## src/hw/rtl/cbrm_pkg.sv

```systemverilog
package cbrm_pkg;

    // Fixed-point layout
    localparam int COEF_FRAC_BITS = 14;
    localparam int COEF_W         = 16;
    localparam int STATE_WIDTH    = 48;
    localparam int STATE_FRAC     = 16;
    localparam int SAMPLE_W       = 32;
    localparam int VOL_W          = 32;
    localparam int VOL_SPLIT      = 16;
    localparam int PROD_FRAC      = STATE_FRAC + 24;
    localparam int MUL_B_W        = COEF_W + 1;
    localparam int PROD_W         = STATE_WIDTH + MUL_B_W;
    localparam int ACC_W          = PROD_W + VOL_SPLIT;
    localparam int SH_W           = ACC_W - COEF_FRAC_BITS;
    localparam int FL_W           = ACC_W - PROD_FRAC;
    localparam int TAPS           = 5;
    localparam int TAP_W          = $clog2(TAPS);

    // Register indexes on the config port
    localparam int CFG_IDX_W = 3;
    localparam logic [CFG_IDX_W-1:0] CFG_S1_FF   = 3'd0;
    localparam logic [CFG_IDX_W-1:0] CFG_S1_FB   = 3'd1;
    localparam logic [CFG_IDX_W-1:0] CFG_S2_FF   = 3'd2;
    localparam logic [CFG_IDX_W-1:0] CFG_S2_FB   = 3'd3;
    localparam logic [CFG_IDX_W-1:0] CFG_VOL     = 3'd4;
    localparam logic [CFG_IDX_W-1:0] CFG_STEP    = 3'd5;
    localparam logic [CFG_IDX_W-1:0] CFG_MODE    = 3'd6;
    localparam int CFG_DATA_W = 48;

    // state_mode bits
    localparam int MODE_CLR1 = 0;
    localparam int MODE_CLR2 = 1;
    localparam int MODE_SAVE = 2;

    typedef logic signed [STATE_WIDTH-1:0] state_t;
    typedef logic signed [SAMPLE_W-1:0]    sample_t;
    typedef logic signed [MUL_B_W-1:0]     mul_b_t;
    typedef logic signed [ACC_W-1:0]       acc_t;

    typedef struct packed {
        logic valid;
        logic clear;
        logic shift;
    } mac_op_t;

    typedef struct packed {
        logic [47:0]          ff1;
        logic [31:0]          fb1;
        logic [47:0]          ff2;
        logic [31:0]          fb2;
        logic signed [31:0]   start_vol;
        logic signed [31:0]   vol_step;
        logic [2:0]           mode;
    } cfg_t;

    // acc >>> COEF_FRAC_BITS, saturated to the stage width
    function automatic state_t sat_state(input acc_t acc);
        logic [SH_W-1:0] sh;
        logic [SH_W-STATE_WIDTH:0] top;
        state_t r;
        sh  = acc[ACC_W-1:COEF_FRAC_BITS];
        top = sh[SH_W-1:STATE_WIDTH-1];
        if ((&top) || !(|top))
            r = sh[STATE_WIDTH-1:0];
        else if (sh[SH_W-1])
            r = {1'b1, {(STATE_WIDTH-1){1'b0}}};
        else
            r = {1'b0, {(STATE_WIDTH-1){1'b1}}};
        return r;
    endfunction

    // Signed 16-bit slot k of a packed coefficient word, widened for the multiplier
    function automatic mul_b_t coef_slot(input logic [47:0] word, input logic [1:0] k);
        logic [COEF_W-1:0] c;
        case (k)
            2'd0:    c = word[15:0];
            2'd1:    c = word[31:16];
            2'd2:    c = word[47:32];
            default: c = '0;
        endcase
        return {c[COEF_W-1], c};
    endfunction

endpackage

```

## src/hw/rtl/cbrm_mac.sv

```systemverilog
module cbrm_mac (
    input  logic                    aclk,
    input  logic                    aresetn,
    input  cbrm_pkg::mac_op_t       op,
    input  cbrm_pkg::state_t        a,
    input  cbrm_pkg::mul_b_t        b,
    output cbrm_pkg::acc_t          acc
);

    cbrm_pkg::mac_op_t                      op_reg;
    logic signed [cbrm_pkg::PROD_W-1:0]     prod_reg;
    cbrm_pkg::acc_t                         acc_reg;

    always_ff @(posedge aclk) begin
        if (!aresetn) begin
            op_reg <= '0;
        end else begin
            op_reg <= op;
        end
    end

    // multiply, register, then accumulate
    always_ff @(posedge aclk) begin
        prod_reg <= a * b;
        if (op_reg.valid) begin
            if (op_reg.clear)
                acc_reg <= cbrm_pkg::ACC_W'(prod_reg);
            else if (op_reg.shift)
                acc_reg <= (acc_reg <<< cbrm_pkg::VOL_SPLIT) + cbrm_pkg::ACC_W'(prod_reg);
            else
                acc_reg <= acc_reg + cbrm_pkg::ACC_W'(prod_reg);
        end
    end

    assign acc = acc_reg;

endmodule

```

## config.mk

```make
export PLATFORM = sky130hd
export DESIGN_NAME = cbrm_mac
export DESIGN_NICKNAME = d
export VERILOG_FILES = /design/src/hw/rtl/cbrm_pkg.sv /design/src/hw/rtl/cbrm_mac.sv
export SDC_FILE = /design/constraint.sdc
export NUM_CORES = 2
export LEC_CHECK = 0
export ABC_AREA = 1
export BUFFER_PORTS_ARGS = -buffer_cell sky130_fd_sc_hd__buf_2
export CORE_ASPECT_RATIO = 0.6
export CORE_UTILIZATION = 40
export CTS_CLUSTER_SIZE = 8
export DETAILED_ROUTE_END_ITERATION = 10
export GPL_TIMING_DRIVEN = 1
export HOLD_SLACK_MARGIN = 0.03
export PLACE_DENSITY = 0.52
export SETUP_SLACK_MARGIN = 0.02
export SYNTH_ARGS = -nofsm -noshare
export SYNTH_HDL_FRONTEND = slang
export SYNTH_SLANG_ARGS = --single-unit
```

## constraint.sdc

```tcl
create_clock -name aclk -period 9.7 [get_ports aclk]
set_clock_uncertainty 0.15 [all_clocks]
set_input_delay 0.97 -clock aclk [delete_from_list [all_inputs] [get_ports aclk]]
set_output_delay 0.97 -clock aclk [all_outputs]
set_load 0.005 [all_outputs]
```

* Word level (Yosys, flattened, before mapping) *
Cells that the tools add are included.

storage, ports and cells
  register bits = 149
  input bits = 70

operators by class
  add/subtract/negate cells = 2
  multipliers = 1
  muxes and demuxes = 2

operator list
  operator          count
  $add A81 B65 Y81  2
  $mux W81          2
  $mul A48 B17 Y65  1

* Logic depth before layout (Yosys ltp) *
  word-level depth = 3
  gate-level depth with buffers = 30

* Worst setup path after synthesis *
Ideal clock, no wire load.

  path type = input-to-reg
  from = input port b[2]
  to = register prod_reg[51] in the netlist's numbering
  library setup time = 123 ps
  arrival time = 6212 ps
  required time = 9427 ps
  slack = 3215 ps
  cell stages on the path = 23
  path buffers = 2
  cells stage by stage = clkbuf_1 buf_1 nand2_1 fa_1 inv_1 fa_1 inv_1 fa_1 inv_1 fa_1 fa_1 inv_1 fa_1 inv_1 ha_1 nand2_1 nor2_1 inv_1 nor4_1 nand3_1 nand3_1 a21oi_1 xor2_1

on the way
  longest elaborated chain between the ends = 1

RTL lines
  element               RTL line        source
  start, declared       cbrm_mac.sv:6   input cbrm_pkg::mul_b_t b,
  $mul A48 B17 Y65      cbrm_mac.sv:24  prod_reg <= a * b;
  end signal, assigned  cbrm_mac.sv:24
  end, declared         cbrm_mac.sv:11  logic signed [cbrm_pkg::PROD_W-1:0] prod_reg;

Every way passes these cells.
A chain may end at the register's enable or synchronous reset.

* Final worst setup path *
  from = input port b[5]
  to = register prod_reg[63] in the netlist's numbering

The elaborated chain is that of the path after synthesis.

==> flow_summary.ini <==
[global_route]
gr-total-overflow = 0
groute.usage.overall_pct = 34.1
antenna_found_initial = 5
grt_pass1_vias = 43600
grt_pass1_wl_mm = 296
grt_max_degree = 84

[layout]
layout.nets = 8312
drive_gt1_share_pct = 4.36
largest_register_ff_count = 81
area_growth_syn_to_layout_pct = 5.86
diodes = 0

[cts]
ctsHoldBuffers = 0
clockBufferDepth = 2
cts.sinks = 149
cts_setup_buffers = 0
cts_resized = 0
cts_tree = built
cts.root.buffer_cell = clkbuf_16
clk_pin_slew_ps = 80
cts_made_buffers = 17
clk-insertion-delay-late_ps = 510
htreeDepth = 4

[drt]
drt-initial-drc-count = 5083
wl_per_cell_um = 22.9
wl_mm = 201
dr.pass1.iters = 6
vias = 45100
routed_via_density = 5.14
drc = 0
ant_nets = 0

[sta]
setup_viol = 0
rsz0062_at_grt = no
period_share_pct = 78.9
tns_ps = 0
report.final.slew_viol_count = 0
finalHoldViolCount = 0
fin_crit_ps = 7660
tightest_slew_ps = 1180
slew_headroom_pct = 20.4
timing.fmax_mhz = 131

[worst_setup_path]
cp_max_fo = 34
crit_slowest_cell = buf_2
arrival_ps = 7900
worstSetupStartpointType = input port
path_class = input port to flip-flop
cp.required_ps = 9950
cp-end-kind = flip-flop
max_stage_delay_ps = 690

[floorplan]
dieArea_um2 = 120000
die_x_um = 446
rows = 97
io_pins = 151
die_h_um = 269
start_util_pct = 40.5
core_area_um2 = 117000

[synth]
yosysSeqAreaShare_pct = 8.00
yosysWarnings = 0
synth-edff-count = 81
netlist_instances = 7202
ys.flop_type = edfxtp_1
syn_area_per_cell_um2 = 6.58
syn_nets = 8326
synth_cell_types = 50
ys_async_sr_fraction_pct = 0
syn_area_um2 = 47400
yosys_register_bits = 149

[run]
maxCapViolations = 0

[placed_design]
gp_congestion = 1.07
portBuffers = 150
hpwl_mm = 176

[run_status]
status = completed

[worst_hold_path]
hold_path_class = flip-flop to flip-flop
[worst paths after layout]
kind | startpoint | to | slack (ps) | cells past startpoint
max | b[5] | prod_reg[63] | 2040 | 26
min | prod_reg[0] | acc[0] | 430 | 1
max reg2reg | acc[0] | acc[78] | 4950 | 18
min reg2reg | prod_reg[0] | acc[0] | 430 | 1
[stage by stage]
stage	hold slack, ps	utilization [%]	setup WS [ps]	std cells	area [um2]
global placement	404	42.3	1730	8753	49600
finish	425	42.9	2040	8785	50200
floorplan	376	-	3210	7202	47400
CTS	428	42.9	2290	8785	50200
global route	453	42.9	1880	8785	50200
detailed placement	412	42.3	1780	8753	49600
[metal layers]
metal  routed length, um  part of all wire (%)  GRT usage, %  up-vias
met5                 337                  0.17          1.63        -
met4                1620                  0.80          3.25       12
met3               29000                    14          13.4      117
met2               67700                    34          40.6     2155
met1              103000                    51          56.1    22000
li1                    -                     -             -    20900
[worst max-delay path, delay by kind of cell]
kind | cells | cell delay, ps
and+or+nand+nor | 11 | 2170
adders and majority gates | 7 | 3210
buffers and inverters | 8 | 1520
[synth_stat cells, types with 2 or more instances]
cell type	number	area [um2]
inv_2	25	93.8
nand3_2	2	20.0
buf_1	25	93.8
fa_1	763	15300
dfxtp_1	68	1360
xor2_1	65	569
o31ai_1	3	22.5
o211ai_1	4	30.0
xnor2_1	33	289
nand3_1	214	1070
nor3_1	32	160
nand2_2	12	75.1
a21oi_2	6	52.6
nor2_4	8	90.1
inv_1	1926	7230
o21bai_1	21	158
buf_2	7	35.0
edfxtp_1	81	2430
a221oi_1	2	17.5
a21boi_0	4	30.0
o21ai_1	10	50.1
nor4_1	9	56.3
clkinv_1	3	11.3
nor3_2	5	50.1
clkbuf_1	180	676
ha_1	291	3640
nor2_1	470	1760
o21ai_0	139	696
and3_1	3	18.8
nand4_1	56	350
nand3b_1	33	248
nand2_1	2369	8890
a21boi_2	2	22.5
nor2_2	20	125
o21ai_2	2	17.5
a21oi_1	248	1240
a31oi_1	27	169
or2_2	12	75.1
a21o_1	11	82.6
[final cells by class]
class	instances	area [um2]
fill	12700	66900
multi-input combinational	4887	35500
inverter	1954	7340
sequential	149	3800
tap	1584	1980
timing repair buffer	179	968
clock buffer	21	493
clock inverter	11	133
[placed cells by master (no fill, tap or decap), types with 3 or more instances in the layout]
master,count
a31oi_1,27
nor2_4,8
o21bai_1,21
buf_2,150
o21ai_0,139
edfxtp_1,81
o31ai_1,3
a21boi_0,4
nand2_1,2369
nand2_2,12
nand4_1,56
and3_1,3
xnor2_1,33
fa_1,763
a21oi_2,6
nor2_2,21
nor3_2,5
nor2_1,469
inv_1,1923
or2_2,12
nand3_1,214
a21o_1,11
clkbuf_16,19
dfxtp_1,66
buf_4,29
a21oi_1,248
nor4_1,9
nand3b_1,33
nor3_1,32
xor2_1,65
o21ai_1,10
inv_6,5
ha_1,291
o211ai_1,4
inv_2,27
clkinv_1,3
[cells by family (layout without fill, tap and decap cells)]
kind of cell / after synthesis / in the layout / synth area share (%)
mux: 1 / 1 / 0.0238
buf+inv: 2166 / 2165 / 17.2
xor+xnor: 98 / 98 / 1.81
simple gates: 3245 / 3245 / 27.4
fa+ha+maj: 1054 / 1054 / 39.9
compound gates: 489 / 489 / 5.68
flops: 149 / 149 / 8.00
Power is left out: the tool's default activity adds up to more than one toggle a clock period on the data nets, which glitch-free logic cannot reach.
